===== src/hdl/spq_pkg.sv =====
package spq_pkg;

	localparam int QUEUE_DEPTH = 16;
	localparam int PTR_W = (QUEUE_DEPTH > 1) ? $clog2(QUEUE_DEPTH) : 1;
	localparam int CNT_W = $clog2(QUEUE_DEPTH + 1);
	localparam int PRIO_W = 2;
	localparam int TAG_W = 16;
	localparam int CODE_W = 16;
	localparam int PEND_W = 5;

	typedef logic [PTR_W-1:0] ptr_t;
	typedef logic [CNT_W-1:0] cnt_t;

	typedef enum logic [0:0] {
		ACT_ENQUEUE = 1'b0,
		ACT_DEQUEUE = 1'b1
	} action_t;

	typedef enum logic [1:0] {
		ST_ENQUEUED = 2'd0,
		ST_DEQUEUED = 2'd1,
		ST_EMPTY    = 2'd2,
		ST_FULL     = 2'd3
	} status_t;

	typedef enum logic [2:0] {
		S_IDLE,
		S_ENQ_SCAN,
		S_ENQ_PUT,
		S_DEQ_LOAD,
		S_DONE
	} state_t;

	typedef struct packed {
		action_t           action;
		logic [PRIO_W-1:0] prio_level;
		logic [TAG_W-1:0]  guest_tag;
		logic [CODE_W-1:0] request_code;
	} req_t;

	typedef struct packed {
		status_t           status;
		logic [TAG_W-1:0]  out_guest_tag;
		logic [CODE_W-1:0] out_request_code;
		logic [PRIO_W-1:0] out_prio_level;
		logic [PEND_W-1:0] pending_count;
	} rsp_t;

	typedef struct packed {
		logic [PRIO_W-1:0] prio;
		logic [TAG_W-1:0]  tag;
		logic [CODE_W-1:0] code;
	} entry_t;

	typedef struct packed {
		logic   we;
		ptr_t   waddr;
		entry_t wdata;
		ptr_t   raddr;
	} mem_port_t;

	function automatic ptr_t ptr_inc(input ptr_t p);
		ptr_t r;
		if (p == ptr_t'(QUEUE_DEPTH - 1)) begin
			r = '0;
		end else begin
			r = p + 1'b1;
		end
		return r;
	endfunction

	function automatic ptr_t ptr_dec(input ptr_t p);
		ptr_t r;
		if (p == '0) begin
			r = ptr_t'(QUEUE_DEPTH - 1);
		end else begin
			r = p - 1'b1;
		end
		return r;
	endfunction

endpackage


===== src/hdl/spq_mem.sv =====
module spq_mem (
	input  logic                clk,
	input  spq_pkg::mem_port_t  port,
	output spq_pkg::entry_t     rd_data
);

	spq_pkg::entry_t mem [spq_pkg::QUEUE_DEPTH];

	always_ff @(posedge clk) begin
		if (port.we) begin
			mem[port.waddr] <= port.wdata;
		end
		rd_data <= mem[port.raddr];
	end

endmodule


===== src/hdl/spq_ctrl.sv =====
module spq_ctrl (
	input  logic               clk,
	input  logic               arst_n,
	input  logic               req_valid,
	input  spq_pkg::req_t      req,
	output logic               req_ready,
	output spq_pkg::mem_port_t mem,
	input  spq_pkg::entry_t    rd_data,
	output logic               done,
	output spq_pkg::rsp_t      rsp,
	input  logic               take
);

	spq_pkg::state_t  state_q, state_d;
	spq_pkg::cnt_t    count_q;
	spq_pkg::ptr_t    head_q, tail_q, ptr_q;
	spq_pkg::entry_t  new_q, req_entry;
	spq_pkg::status_t res_status_q;
	spq_pkg::entry_t  res_entry_q;
	logic             accept, is_enq, is_full, is_empty, shift_en, at_head;

	assign accept    = req_valid && req_ready;
	assign is_enq    = (req.action == spq_pkg::ACT_ENQUEUE);
	assign is_full   = (count_q == spq_pkg::cnt_t'(spq_pkg::QUEUE_DEPTH));
	assign is_empty  = (count_q == '0);
	assign req_entry = '{prio: req.prio_level, tag: req.guest_tag, code: req.request_code};
	assign shift_en  = (rd_data.prio < new_q.prio);
	assign at_head   = (ptr_q == head_q);

	always_comb begin
		state_d = state_q;
		case (state_q)
			spq_pkg::S_IDLE: begin
				if (accept) begin
					if (is_enq) begin
						state_d = (is_full || is_empty) ? spq_pkg::S_DONE : spq_pkg::S_ENQ_SCAN;
					end else begin
						state_d = is_empty ? spq_pkg::S_DONE : spq_pkg::S_DEQ_LOAD;
					end
				end
			end
			spq_pkg::S_ENQ_SCAN: begin
				if (!shift_en) begin
					state_d = spq_pkg::S_DONE;
				end else if (at_head) begin
					state_d = spq_pkg::S_ENQ_PUT;
				end
			end
			spq_pkg::S_ENQ_PUT:  state_d = spq_pkg::S_DONE;
			spq_pkg::S_DEQ_LOAD: state_d = spq_pkg::S_DONE;
			spq_pkg::S_DONE: begin
				if (take) begin
					state_d = spq_pkg::S_IDLE;
				end
			end
			default: state_d = spq_pkg::S_IDLE;
		endcase
	end

	always_comb begin
		req_ready = 1'b0;
		done      = 1'b0;
		mem.we    = 1'b0;
		mem.waddr = ptr_q;
		mem.wdata = new_q;
		mem.raddr = head_q;
		case (state_q)
			spq_pkg::S_IDLE: begin
				req_ready = 1'b1;
				mem.raddr = is_enq ? spq_pkg::ptr_dec(tail_q) : head_q;
				if (accept && is_enq && is_empty) begin
					mem.we    = 1'b1;
					mem.waddr = tail_q;
					mem.wdata = req_entry;
				end
			end
			spq_pkg::S_ENQ_SCAN: begin
				mem.we    = 1'b1;
				mem.waddr = spq_pkg::ptr_inc(ptr_q);
				mem.wdata = shift_en ? rd_data : new_q;
				mem.raddr = spq_pkg::ptr_dec(ptr_q);
			end
			spq_pkg::S_ENQ_PUT: begin
				mem.we = 1'b1;
			end
			spq_pkg::S_DONE: begin
				done = 1'b1;
			end
			default: begin
			end
		endcase
	end

	assign rsp = '{
		status:           res_status_q,
		out_guest_tag:    res_entry_q.tag,
		out_request_code: res_entry_q.code,
		out_prio_level:   res_entry_q.prio,
		pending_count:    spq_pkg::PEND_W'(count_q)
	};

	always_ff @(posedge clk or negedge arst_n) begin
		if (!arst_n) begin
			state_q <= spq_pkg::S_IDLE;
			count_q <= '0;
			head_q  <= '0;
			tail_q  <= '0;
		end else begin
			state_q <= state_d;
			if (accept) begin
				if (is_enq && !is_full) begin
					count_q <= count_q + 1'b1;
					tail_q  <= spq_pkg::ptr_inc(tail_q);
				end else if (!is_enq && !is_empty) begin
					count_q <= count_q - 1'b1;
					head_q  <= spq_pkg::ptr_inc(head_q);
				end
			end
		end
	end

	always_ff @(posedge clk) begin
		if (accept) begin
			new_q       <= req_entry;
			ptr_q       <= spq_pkg::ptr_dec(tail_q);
			res_entry_q <= '0;
			if (is_enq) begin
				res_status_q <= is_full ? spq_pkg::ST_FULL : spq_pkg::ST_ENQUEUED;
			end else begin
				res_status_q <= is_empty ? spq_pkg::ST_EMPTY : spq_pkg::ST_DEQUEUED;
			end
		end
		if (state_q == spq_pkg::S_ENQ_SCAN && shift_en && !at_head) begin
			ptr_q <= spq_pkg::ptr_dec(ptr_q);
		end
		if (state_q == spq_pkg::S_DEQ_LOAD) begin
			res_entry_q <= rd_data;
		end
	end

`ifndef NO_ASSERTIONS
	a_count_bound: assert property (@(posedge clk) disable iff (!arst_n)
		count_q <= spq_pkg::cnt_t'(spq_pkg::QUEUE_DEPTH))
		else $error("entry count above depth");

	a_ptr_meet: assert property (@(posedge clk) disable iff (!arst_n)
		(is_empty || is_full) |-> (head_q == tail_q))
		else $error("head and tail disagree with count");

	a_enq_count: assert property (@(posedge clk) disable iff (!arst_n)
		(accept && is_enq && !is_full) |=> (count_q == spq_pkg::cnt_t'($past(count_q) + 1'b1)))
		else $error("enqueue did not grow count");

	a_empty_deq: assert property (@(posedge clk) disable iff (!arst_n)
		(accept && !is_enq && is_empty) |=>
		(state_q == spq_pkg::S_DONE && res_status_q == spq_pkg::ST_EMPTY))
		else $error("dequeue on empty not reported");
`endif

endmodule


===== src/hdl/stable_priority_request_queue.sv =====
// Bounded stable priority queue of QUEUE_DEPTH requests held in a circular buffer
// in one memory. An enqueue inserts behind every held entry of equal or higher
// priority, so equal priorities leave in arrival order; a dequeue returns the head.
// Every request gives exactly one response. The single memory port pair sets the
// rate: an enqueue walks back from the tail one entry per cycle, moving each held
// entry of lower priority than the new one up a slot, then writes the new one; a
// dequeue reads the head in a load state; a request answered at once (enqueue into
// an empty or full queue, dequeue from an empty one) goes straight to done.
// A finished response waits in an output register while the next request enters.
module stable_priority_request_queue (
	input  logic          clk,
	input  logic          arst_n,
	input  logic          req_valid,
	output logic          req_ready,
	input  spq_pkg::req_t req,
	output logic          rsp_valid,
	input  logic          rsp_ready,
	output spq_pkg::rsp_t rsp
);

	spq_pkg::mem_port_t mem_port;
	spq_pkg::entry_t    rd_data;
	spq_pkg::rsp_t      ctrl_rsp;
	spq_pkg::rsp_t      rsp_q;
	logic               ctrl_done, take, rsp_valid_q;

	assign take = !rsp_valid_q || rsp_ready;

	spq_ctrl u_ctrl (
		.clk       (clk),
		.arst_n    (arst_n),
		.req_valid (req_valid),
		.req       (req),
		.req_ready (req_ready),
		.mem       (mem_port),
		.rd_data   (rd_data),
		.done      (ctrl_done),
		.rsp       (ctrl_rsp),
		.take      (take)
	);

	spq_mem u_mem (
		.clk     (clk),
		.port    (mem_port),
		.rd_data (rd_data)
	);

	always_ff @(posedge clk or negedge arst_n) begin
		if (!arst_n) begin
			rsp_valid_q <= 1'b0;
		end else if (take) begin
			rsp_valid_q <= ctrl_done;
		end
	end

	always_ff @(posedge clk) begin
		if (take && ctrl_done) begin
			rsp_q <= ctrl_rsp;
		end
	end

	assign rsp_valid = rsp_valid_q;
	assign rsp       = rsp_q;

endmodule


===== config.mk =====
export PLATFORM = sky130hd
export DESIGN_NAME = stable_priority_request_queue
export DESIGN_NICKNAME = d
export VERILOG_FILES = /design/src/hdl/spq_pkg.sv /design/src/hdl/spq_mem.sv /design/src/hdl/spq_ctrl.sv /design/src/hdl/stable_priority_request_queue.sv
export SDC_FILE = /design/constraint.sdc
export NUM_CORES = 1
export LEC_CHECK = 0
export ABC_AREA = 1
export BUFFER_PORTS_ARGS = -buffer_cell sky130_fd_sc_hd__buf_2
export CAP_MARGIN = 20
export CORE_ASPECT_RATIO = 1.1
export CORE_UTILIZATION = 40
export DETAILED_ROUTE_END_ITERATION = 6
export GPL_ROUTABILITY_DRIVEN = 0
export PLACE_DENSITY = 0.59
export SLEW_MARGIN = 10
export SYNTH_ARGS = -nofsm -noshare
export SYNTH_HDL_FRONTEND = slang
export SYNTH_SLANG_ARGS = --single-unit

===== constraint.sdc =====
create_clock -name clk -period 5.95 [get_ports clk]
set_input_delay 0.595 -clock clk [delete_from_list [all_inputs] [get_ports clk]]
set_output_delay 0.595 -clock clk [all_outputs]
set_load 0.01 [all_outputs]

[Word-level counts from Yosys, hierarchy flattened]
Memories as Yosys holds them, arrays and structs flattened. A register that Yosys moved wholly into a read port is not among the register bits.
Cells that the tools add are included.
Storage, ports and cells
  register bits after elaboration: 132
  latch bits: 0
  bits in writable memories: 544
  bits in read-only memories: 0
  logic and storage cells: 99
  memories: 1
Memories
  u_mem.mem: words 16, width 34, read ports 1, clocked after Yosys merged registers in 1, wr ports 1, RTL line spq_mem.sv:7  | spq_pkg::entry_t mem [spq_pkg::QUEUE_DEPTH];
Operators by class
  $add $sub $neg: 7
  multipliers: 0
  divide/modulo/power cells: 0
  magnitude comparators: 1
  equality and inequality tests: 12
  shift operators: 0
  muxes and demuxes: 31
  bitwise operators: 2
  reductions and logical operators: 27
Operators by type and width (count)
  34-bit two-way mux: 3
  42-bit case mux with 2 select lines: 1
  39-bit two-way mux: 1
  4-bit two-way mux: 8
  3-bit two-way mux: 7
  4-bit by 1-bit adder with 4-bit output (second input constant): 3
  4-bit == test (second input constant): 3
  3-bit case mux with 4 select lines: 1
  5-bit two-way mux: 2
  1-bit logical AND: 8
  4-bit logical NOT: 2
  4-bit by 1-bit subtractor with 4-bit output (second input constant): 2
  3-bit by 2-bit == test with 1-bit output (second input constant): 2
  2-bit two-way mux: 3
  3-bit AND reduction: 2
  2-bit nonzero test: 3
  5-bit by 1-bit adder with 5-bit output (second input constant): 1
  5-bit == test (second input constant): 1
  5-bit logical NOT: 1
  5-bit by 1-bit subtractor with 5-bit output (second input constant): 1
  4-bit == test: 1
  1-bit logical NOT: 4
  1-bit two-way mux: 4
  2-bit AND reduction: 2
  other kinds (11): 14

[Logic depth before layout (Yosys ltp)]
Gate-level depths: netlist (run 1).
  depth in word-level cells: 9
  mapped depth: 15

[Hierarchy]
From an unflattened synthesis (run 1), not the netlist that was laid out.
Unflattened totals
  cells, all modules: 2792
  area, all modules: 29985.0 sq um
By module, submodules not included
  spq_mem: instances 1, cells an instance 2250, area an instance 23940.5 sq um, sequential area each 17016.3 sq um
  spq_ctrl: instances 1, cells an instance 495, area an instance 4768.3 sq um, sequential area each 2622.5 sq um
  stable_priority_request_queue: instances 1, cells an instance 47, area an instance 1276.2 sq um, sequential area each 1256.2 sq um

[Least setup slack after synthesis (run 1)]
Ideal clock, no wire load.
  path kind: register to register
  start point: register u_ctrl.state_q[0]
  end point: memory u_mem.mem[5][0] in the netlist's numbering (enable)
  setup time: 425 ps
  arrival time: 4114 ps
  data required time: 5525 ps
  path slack: 1411 ps
  cell stages (with the launch flop): 10
  path buffers: 0
  cells stage by stage: dfrtp_1 nor2_4 nand2_4 nor2_2 nand3_1 a21oi_1 inv_1 a21oi_1 nand3_1 nor2_1
On the way
  cells in the longest elaborated chain, start to end: 9
  elaborated cells between the ends (all ways): 13
  those cells by class: 2 x eq/ne; 6 x mux; 5 x reduce/logical
RTL lines
  start, declared: RTL line spq_ctrl.sv:14  | spq_pkg::state_t state_q, state_d;
  start signal, assigned: RTL line spq_ctrl.sv:104  | state_q <= spq_pkg::S_IDLE;
  start signal, assigned: RTL line spq_ctrl.sv:109  | state_q <= state_d;
  3-bit logical NOT *: RTL line spq_ctrl.sv:67  | case (state_q)
  1-bit two-way mux *: RTL line spq_ctrl.sv:67
  1-bit logical AND *: RTL line spq_ctrl.sv:22  | assign accept = req_valid && req_ready;
  named net u_ctrl.accept: RTL line spq_ctrl.sv:20  | logic accept, is_enq, is_full, is_empty, shift_en, at_head;
  1-bit logical AND * (2 in a row): RTL line spq_ctrl.sv:71  | if (accept && is_enq && is_empty) begin
  39-bit two-way mux *: RTL line spq_ctrl.sv:71
  1-bit case mux with 2 select lines: RTL line spq_ctrl.sv:67
  1-bit two-way mux: RTL line spq_mem.sv:10  | if (port.we) begin
  1-bit two-way mux (implied by the code): RTL line spq_mem.sv:11  | mem[port.waddr] <= port.wdata;
  end, declared: RTL line spq_mem.sv:7
Mark *: on every way through the listed nets, which the timed path passes. The rest lies on a longest branch.

[Worst setup path after layout (run 1)]
  start point: register u_ctrl.state_q[0]
  end point: memory u_mem.mem[5][15] in the netlist's numbering (enable)
Same word-level chain as after synthesis.

==> impl_metrics.py, run 1 <==
metrics = {
    "synthesis": {
        "yosys.area_share.simple": 0.200,
        "ys_seq_elements": 710,
        "netlist_area_um2": 30100,
        "synthArstFlopShare": 0.0239,
        "synth_top_family_by_area": "simple AND/OR/NAND/NOR gates",
        "avgSynthCellArea_um2": 11.0,
        "yosys_warnings": 0,
        "synth_xor_area_frac": 0.00407,
        "synth_fa_ha_area_frac": 0.00482,
        "seq_area_frac_synth": 0.694,
        "synth_edf_count": 659,
        "synth_cell_type_count": 41,
        "syn-num-nets": 2778,
        "synth-compound-area-share": 0.0204,
        "synth_mux_area_frac": 0,
        "syn_inst": 2728,
        "synth_ff_type": "edfxtp_1",
    },
    "sta": {
        "finClkSkew_ns": 0.0147,
        "tightest_slew_ns": 1.18,
        "setup_violations": 0,
        "slew_headroom": 0.214,
        "fin_crit_sh": 0.717,
        "fmax_mhz": 234,
        "rsz0062_at_grt": "false",
        "fin_crit_ns": 4.27,
        "hold_viol": 0,
        "slew_viol_final": 0,
        "layout_setup_ws_ns": 1.68,
        "setup_tns_ns": 0,
    },
    "worst_setup_path": {
        "required_ns": 6.26,
        "crit_top_cell": "nor2_4",
        "startpoint_type": "flop",
        "r2r_cells": 11,
        "crit_arrival_ns": 4.57,
        "r2r_end": "u_mem.mem[5][15]",
        "cp_max_fo": 39,
        "rrSetupSlack_ns": 1.68,
        "timing.critical_path.from": "u_ctrl.state_q[0]",
        "slowest_delay_ns": 0.94,
        "end_kind": "flop",
        "crit_type": "reg -> reg",
        "path_cells": "nor2_4, nand2_4, nor2_4, buf_4, nand3_1, a21oi_1, inv_1, a21oi_1, nand3_1, nor2_4, buf_4",
        "endpoint": "u_mem.mem[5][15]",
        "cp_slowest_cell": "nor2_4",
        "r2r_start": "u_ctrl.state_q[0]",
    },
    "die": {
        "start_util": 0.404,
        "fp-row-count": 105,
        "ioPinCount": 82,
        "die_w_um": 264,
        "die_area_um2": 76400,
        "core_um2": 74500,
        "die_h_um": 290,
    },
    "clocking": {
        "cts_tree": "yes",
        "root_buffer": "clkbuf_16",
        "cts_resized": 0,
        "post_cts_buffers": 0,
        "clk_latency_ns": 0.60,
        "h-tree-depth": 3,
        "cts_num_sinks": 710,
        "clockBufferDepth": 3,
        "clk_pin_slew_worst_paths_ns": 0.06,
        "cts_buffers": 70,
    },
    "place": {
        "numPlacedInstances": 3668,
        "place_ws_ns": 1.59,
        "port-buffer-count": 81,
        "place_hpwl_um": 44400,
    },
    "layout": {
        "synthToLayoutAreaGrowth_pct": 13.6,
        "num-nets-final": 2833,
        "n_antenna_cell": 0,
        "fillerInstances": 6702,
        "drive_gt1_frac": 0.105,
        "fin_cells": 3796,
    },
    "grt": {
        "grt-ovfl-total": 0,
        "grt_pass1_wl_um": 118000,
        "grt_pass1_vias": 19600,
        "grt_usage": 0.201,
        "antenna_found_initial": 1,
        "grt_max_degree": 179,
    },
    "run": {
        "drv_cap": 0,
    },
    "routing": {
        "drt-total-wl_um": 76200,
        "drtIter0Drc": 1839,
        "drtAntennaViolNets": 0,
        "drc": 0,
        "firstDrtPassIters": 7,
        "vias": 20000,
        "via_per_inst": 5.27,
        "wire_per_inst_um": 20.1,
    },
    "min_path": {
        "min_path_type": "in -> reg",
    },
    "status": {
        "status": "finished clean",
    },
}
[per-layer routing]
layer	track usage	vias up	wire [um]
met5	0	-	0
met4	0.0626	0	1730
met3	0.0245	104	4940
met2	0.340	765	36600
met1	0.271	9782	33000
li1	-	9335	-
[critical path, delay by kind of cell (launching register included)]
kind	cells	cell delay [ns]
flops	1	0.45
buf+inv	3	0.93
simple gates	6	2.02
compound gates	2	0.54
[how the worst min path moves through the flow]
| stage | startpoint | to | slack, ns | cells past startpoint |
|---|---|---|---|---|
| global route | req[16] | u_ctrl.new_q[16] | 0.18 | 1 |
| global placement | u_ctrl.rsp[25] | rsp[25] | 0.40 | 0 |
| finish | req[0] | u_ctrl.new_q[0] | 0.18 | 1 |
| detailed placement | u_ctrl.rsp[21] | rsp[21] | 0.40 | 0 |
| CTS | req[0] | u_ctrl.new_q[0] | 0.16 | 1 |
| floorplan | arst_n | rsp_valid | 0.30 | 0 |
[state kept, by name, indices dropped and copies added (netlist names)]
signal / cells
u_ctrl.state_q: 3
rsp: 41
u_mem.mem: 544
u_ctrl.rsp: 34
u_ctrl.tail_q: 4
u_ctrl.new_q: 34
u_ctrl.ptr_q: 4
u_ctrl.res_status_q: 2
u_ctrl.count_q: 5
rsp_valid: 1
u_mem.rd_data: 34
u_ctrl.head_q: 4
[kinds of logic after synthesis]
family	count (synthesis)
AND/OR/NAND/NOR	1337
buffers and inverters	572
AO/OA/AOI/OAI	84
adder cells (fa/ha/maj)	11
XOR/XNOR	14
flip-flops	710
[final cells by class]
class,count,area [um2],share of cell area
clock buffers,86,1870,0.0548
clock inverters,36,383,0.0112
inverters,418,1570,0.0459
multi-input cells,1446,7210,0.211
flip-flops and latches,710,20900,0.611
well taps,963,1200,0.0352
repair buffers,137,1060,0.0310
[through the flow]
stage	hold WS, ns	util	instance area, um2
2_1_floorplan	0.299	-	30100
3_3_place_gp	0.401	0.425	31700
3_5_place_dp	0.405	0.427	31800
6_report	0.185	0.459	34200
4_1_cts	0.161	0.458	34100
5_1_grt	0.179	0.459	34200
[placed cells by master (no fill, tap or decap), types with 8 or more instances in the layout]
master,n
edfxtp_1,659
nand3_1,630
nand2_1,578
inv_1,408
buf_2,81
clkbuf_16,72
nor2_1,59
buf_4,40
nand3b_1,39
dfxtp_1,34
o221ai_2,22
nor2_4,19
a21oi_1,17
dfrtp_1,17
o21ai_0,16
clkinv_2,14
clkinv_1,13
clkbuf_1,12
o221ai_1,11
ha_1,10
xnor2_1,9
bufinv_16,8
[cell usage after synthesis (3+ instances only)]
library cell / number / share of area
a21oi_1: 18 / 0.0030
buf_1: 3 / 0.00037
buf_2: 110 / 0.018
buf_4: 5 / 0.0012
clkbuf_1: 34 / 0.0042
clkinv_1: 3 / 0.00037
dfrtp_1: 17 / 0.014
dfxtp_1: 34 / 0.023
edfxtp_1: 659 / 0.66
ha_1: 10 / 0.0042
inv_1: 408 / 0.051
inv_2: 7 / 0.00087
nand2_1: 580 / 0.072
nand3_1: 631 / 0.10
nand3b_1: 39 / 0.0097
nor2_1: 76 / 0.0095
o211ai_1: 4 / 0.0010
o211ai_2: 3 / 0.0012
o21ai_0: 16 / 0.0027
o221ai_1: 33 / 0.0096
xnor2_1: 9 / 0.0026
xor2_1: 5 / 0.0015
[what timing repair did]
action,4_1_cts,5_1_grt
setup endpoints to repair,0,0
hold endpoints to repair,17,0
hold buffers,1,0
Power of run 1 is left out: the tool's default activity adds up to more than one toggle a clock period on the data nets, which glitch-free logic cannot reach.
==> inputs of run 2 (changes only) <==
==> constraint.sdc (replaced) <==
create_clock -name clk -period 4.44 [get_ports clk]
set_input_delay 0.444 -clock clk [delete_from_list [all_inputs] [get_ports clk]]
set_output_delay 0.444 -clock clk [all_outputs]
set_load 0.01 [all_outputs]
==> impl_metrics.py, run 2 (same netlist as run 1, synthesis figures left out) <==
metrics = {
    "die": {
        "start_util": 0.404,
        "die_w_um": 264,
        "ioPinCount": 82,
        "die_h_um": 290,
        "core_um2": 74500,
        "fp-row-count": 105,
        "die_area_um2": 76400,
    },
    "routing": {
        "drtAntennaViolNets": 0,
        "via_per_inst": 5.18,
        "drt-total-wl_um": 76000,
        "firstDrtPassIters": 6,
        "drc": 0,
        "drtIter0Drc": 1867,
        "wire_per_inst_um": 19.7,
        "vias": 20000,
    },
    "clocking": {
        "clk_pin_slew_worst_paths_ns": 0.06,
        "cts_tree": "yes",
        "clk_latency_ns": 0.63,
        "h-tree-depth": 3,
        "root_buffer": "clkbuf_16",
        "cts_num_sinks": 710,
        "cts_buffers": 71,
        "post_cts_buffers": 0,
        "clockBufferDepth": 3,
        "cts_resized": 0,
    },
    "grt": {
        "met3_usage": 0.0301,
        "grt_usage": 0.199,
        "use_met2": 0.334,
        "grt_use_met1": 0.267,
        "grt-ovfl-total": 0,
        "grt.busiest_layer": "met2",
        "grt_max_degree": 190,
        "grt_pass1_wl_um": 117000,
        "grt_pass1_vias": 19400,
        "antenna_found_initial": 1,
    },
    "layout": {
        "fin_cells": 3855,
        "largest_register_ffs": 544,
        "num-nets-final": 2883,
        "layout_common_cells": "edfxtp_1, nand3_1, nand2_1",
        "final_common_cell": "edfxtp_1",
        "fillerInstances": 6764,
        "n_antenna_cell": 0,
        "fin_util": 0.463,
        "synthToLayoutAreaGrowth_pct": 14.6,
        "drive_gt1_frac": 0.112,
        "top_register": "u_mem.mem",
    },
    "sta": {
        "rsz0062_at_grt": "false",
        "fin_crit_ns": 3.50,
        "whs_ns": 0.0217,
        "fin_crit_sh": 0.787,
        "slew_headroom": 0.297,
        "slew_viol_final": 0,
        "setup_tns_ns": 0,
        "setup_violations": 0,
        "finClkSkew_ns": 0.0215,
        "fmax_mhz": 286,
        "hold_viol": 0,
        "tightest_slew_ns": 1.06,
    },
    "worst_setup_path": {
        "crit_type": "reg -> reg",
        "rrSetupSlack_ns": 0.94,
        "crit_arrival_ns": 3.81,
        "startpoint_type": "flop",
        "cp_max_fo": 18,
        "end_kind": "flop",
        "required_ns": 4.76,
    },
    "run": {
        "drv_cap": 0,
    },
    "status": {
        "status": "finished clean",
    },
    "place": {
        "place_hpwl_um": 44400,
        "numPlacedInstances": 3705,
        "port-buffer-count": 81,
    },
    "min_path": {
        "min_path_type": "in -> reg",
    },
}
==> run 2: changes by cell type in the layout (fill, tap and decap cells not counted), moves of 5 or more <==
cell,previous run,this run
buf_12,7,13
clkbuf_8,2,7
buf_16,7,0
o221ai_1,11,29
buf_4,40,76
o221ai_2,22,4
dlygate4sd3_1,1,16
==> run 2: area by class of cell <==
type,instances,area [um2],area share
inverter,418,1570,0.0455
clock buffer,90,1940,0.0562
timing repair buffer,186,1400,0.0405
sequential,710,20900,0.606
tap,963,1200,0.0349
clock inverter,42,400,0.0116
multi-input combinational,1446,7100,0.206
==> run 2: worst paths after layout <==
path,startpoint,cells after the start,to
max,u_ctrl.count_q[0],10,u_mem.mem[11][15]
min,req[12],1,u_ctrl.new_q[12]
max reg2reg,u_ctrl.count_q[0],10,u_mem.mem[11][15]
min reg2reg,u_ctrl.rsp[20],0,rsp[20]
max in group asynchronous,arst_n,2,u_ctrl.head_q[2]
min in group asynchronous,arst_n,2,u_ctrl.tail_q[3]
==> run 2: stage by stage <==
stage	area, um2	setup slack (ns)
3_3_place_gp	31900	0.999
5_1_grt	34500	0.631
2_1_floorplan	30100	-0.0993
6_report	34500	0.945
4_1_cts	34500	0.911
3_5_place_dp	32000	0.933
==> run 2: what timing repair did <==
item / 4_1_cts / 5_1_grt
hold buffers: 16 / 0
setup endpoints to repair: 0 / 0
hold endpoints to repair: 32 / 0
==> run 2: critical path, stage by stage, from the launching register on <==
cell and delay, ns:
dfrtp_1 0.45, nor2_1 0.13, nand3_1 0.19, nor2_1 0.20, nand3_1 0.22, a21oi_1 0.31, inv_1 0.09, a21oi_1 0.29
nand2_1 0.32, nor2_4 0.73, buf_12 0.25
==> run 2: metal layers <==
| metal | share of wire | wire [um] |
|---|---|---|
| met1 | 0.43 | 33000 |
| met2 | 0.49 | 36900 |
| met3 | 0.062 | 4720 |
| met4 | 0.018 | 1370 |
| met5 | 0 | 0 |
Power of run 2 is left out for the same reason.
==> inputs of run 3 (changes only) <==
--- a/config.mk
+++ b/config.mk
@@ -5,14 +5,14 @@
 export SDC_FILE = /design/constraint.sdc
 export NUM_CORES = 1
 export LEC_CHECK = 0
-export ABC_AREA = 1
+export ABC_AREA = 0
 export BUFFER_PORTS_ARGS = -buffer_cell sky130_fd_sc_hd__buf_2
 export CAP_MARGIN = 20
 export CORE_ASPECT_RATIO = 1.1
 export CORE_UTILIZATION = 40
 export DETAILED_ROUTE_END_ITERATION = 6
 export GPL_ROUTABILITY_DRIVEN = 0
-export PLACE_DENSITY = 0.59
+export PLACE_DENSITY = 0.61
 export SLEW_MARGIN = 10
 export SYNTH_ARGS = -nofsm -noshare
 export SYNTH_HDL_FRONTEND = slang
==> constraint.sdc (replaced) <==
create_clock -name clk -period 3.05 [get_ports clk]
set_input_delay 0.305 -clock clk [delete_from_list [all_inputs] [get_ports clk]]
set_output_delay 0.305 -clock clk [all_outputs]
set_load 0.01 [all_outputs]
==> impl_metrics.py, run 3 <==
metrics = {
    "sta": {
        "slew_headroom": 0.423,
        "fmax_mhz": 338,
        "whs_ns": 0.0292,
        "setup_violations": 0,
        "fin_crit_sh": 0.969,
        "rsz0062_at_grt": "false",
        "finClkSkew_ns": 0.0186,
        "hold_viol": 0,
        "tightest_slew_ns": 0.856,
        "slew_viol_final": 0,
        "setup_tns_ns": 0,
        "fin_crit_ns": 2.96,
    },
    "routing": {
        "drc": 0,
        "drtAntennaViolNets": 0,
        "wire_per_inst_um": 23.7,
        "via_per_inst": 5.85,
        "drt-total-wl_um": 71900,
        "firstDrtPassIters": 7,
        "vias": 17800,
        "drtIter0Drc": 1987,
    },
    "pwr": {
        "p_sw_frac": 0.389,
        "p_comb_frac": 0.418,
        "p_clk_frac": 0.217,
        "power_density_nw_per_um2": 1170,
        "vdd_drop_max_uv": 889,
        "p_int_mw": 24.1,
        "power.net_switching_mw": 15.3,
        "seq_power_share": 0.365,
        "leakage_nw": 10.9,
        "total_power_mw": 39.4,
    },
    "synthesis": {
        "ys_seq_elements": 710,
        "yosys_warnings": 0,
        "synth-compound-area-share": 0.0798,
        "netlist_area_um2": 28000,
        "yosys.area_share.simple": 0.131,
        "synth_edf_count": 659,
        "synth_top_family_by_area": "simple AND/OR/NAND/NOR gates",
        "synth_ff_type": "edfxtp_1",
        "syn_inst": 1878,
        "synth_fa_ha_area_frac": 0.00517,
        "synth_top_area_share": 0.706,
        "avgSynthCellArea_um2": 14.9,
        "yosysTopAreaCell": "edfxtp_1",
        "synth_cell_type_count": 67,
        "synth_mux_area_frac": 0.00272,
        "yosys-top-cells-area": "edfxtp_1, nand3_1, a41oi_1",
        "syn-num-nets": 1928,
        "synth_xor_area_frac": 0.00437,
        "seq_area_frac_synth": 0.745,
        "synth.most_common_cell": "edfxtp_1",
        "synthArstFlopShare": 0.0239,
        "synth_commonest_cells": "edfxtp_1, nand3_1, a41oi_1, clkbuf_1, inv_1",
    },
    "worst_setup_path": {
        "cp_max_fo": 13,
        "startpoint_type": "flop",
        "end_kind": "flop",
        "slowest_delay_ns": 0.58,
        "path_buf_inv": 2,
        "required_ns": 3.35,
        "crit_type": "reg -> reg",
        "crit_arrival_ns": 3.26,
        "crit_family": "simple AND/OR/NAND/NOR gates",
        "cp_slowest_cell": "or4_4",
        "path_cells": "or4_4, nor4b_4, buf_4, a22oi_1, a21boi_1, a211o_2, nor2_4, buf_12",
    },
    "grt": {
        "grt-ovfl-total": 0,
        "grt_usage": 0.202,
        "grt_max_degree": 111,
        "grt_pass1_vias": 17400,
        "grt_pass1_wl_um": 108000,
        "antenna_found_initial": 2,
    },
    "min_path": {
        "min_path_type": "in -> reg",
    },
    "clocking": {
        "clockBufferDepth": 3,
        "root_buffer": "clkbuf_16",
        "cts_num_sinks": 710,
        "h-tree-depth": 3,
        "cts_buffers": 71,
        "clk_pin_slew_worst_paths_ns": 0.06,
        "cts_tree": "yes",
        "clk_latency_ns": 0.62,
    },
    "layout": {
        "synthToLayoutAreaGrowth_pct": 19.9,
        "top_register": "u_mem.mem",
        "final_common_cell": "edfxtp_1",
        "num-nets-final": 2106,
        "largest_register_ffs": 544,
        "drive_gt1_frac": 0.198,
        "design_area_um2": 33600,
        "layout_common_cells": "edfxtp_1, nand3_1, a41oi_1",
        "n_antenna_cell": 0,
    },
    "run": {
        "drv_cap": 0,
    },
    "die": {
        "die_w_um": 254,
        "fp-row-count": 101,
        "die_area_um2": 71200,
        "die_h_um": 280,
        "start_util": 0.405,
        "core_um2": 69300,
        "ioPinCount": 82,
    },
    "status": {
        "status": "finished clean",
    },
    "place": {
        "port-buffer-count": 81,
        "place_hpwl_um": 43200,
        "placed_area_um2": 30900,
    },
}
[run 3: cell type report]
class                      count  area, um2
sequential                   710      20900
fill                        5896      35600
timing repair buffer         264       2690
timing repair inverter         1       7.51
tap                          927       1160
inverter                      41        154
multi-input combinational    967       6430
clock buffer                  95       1930
clock inverter                33        348
[run 3: power by group through the flow]
| stage | Clock [mW] | Combinational (mW) | Sequential, mW |
|---|---|---|---|
| finish | 8.55 | 16.5 | 14.4 |
| global route | 9.06 | 17.7 | 14.5 |
| CTS | 8.69 | 16.4 | 14.4 |
| detailed placement | 0 | 16.4 | 14.5 |
| global placement | 0 | 16.0 | 14.5 |
| floorplan | 0 | 9.83 | 14.3 |
[run 3: stage by stage]
step | utilization | std cells | worst slack (ns)
after floorplan | - | 1878 | -0.349
after global placement | 0.446 | 2866 | 0.0229
after detailed placement | 0.446 | 2866 | -0.0222
after CTS | 0.485 | 3033 | 0.0407
after global routing | 0.485 | 3038 | 0.00231
final | 0.485 | 3038 | 0.0938
[run 3: tightest hold or removal path: cells and delay by family]
kind,cells,cell delay (ns)
and+or+nand+nor,2,0.21
buffers and inverters,1,0.08
[run 3: final timing paths]
kind	end	startpoint	slack [ns]	depth (start not counted)
worst max-delay path	u_mem.mem[10][18]	u_ctrl.count_q[0]	0.09	8
worst min-delay path	rsp_valid	rsp_ready	0.03	3
worst max register to register	u_mem.mem[10][18]	u_ctrl.count_q[0]	0.09	8
worst min register to register	rsp[25]	u_ctrl.rsp[25]	0.42	0
max in group asynchronous	u_ctrl.tail_q[3]	arst_n	2.58	2
min in group asynchronous	u_ctrl.count_q[2]	arst_n	0.17	2
[run 3: what timing repair did]
action,in CTS,in global routing
pin swaps,2,0
cloned,0,1
hold buffers,35,0
setup buffers,4,3
hold endpoints to repair,51,0
resized for setup,1,7
endpoints found under the setup margin,77,881
[run 3: cells by family (layout without fill, tap and decap cells)]
group	Yosys count	count (layout)
adder cells (fa/ha/maj)	11	11
buffers and inverters	201	434
AND/OR/NAND/NOR	700	700
multiplexers	7	7
AO/OA/AOI/OAI	235	235
XOR/XNOR	14	14
flip-flops	710	710
[run 3: metal layers]
layer	up-vias	wire, um	track usage
met3	113	4590	0.0244
met4	0	1910	0.0717
li1	7857	-	-
met5	-	0	0
met2	723	35300	0.334
met1	9068	30100	0.272
Note: power is estimated with default switching activity, not from simulation.
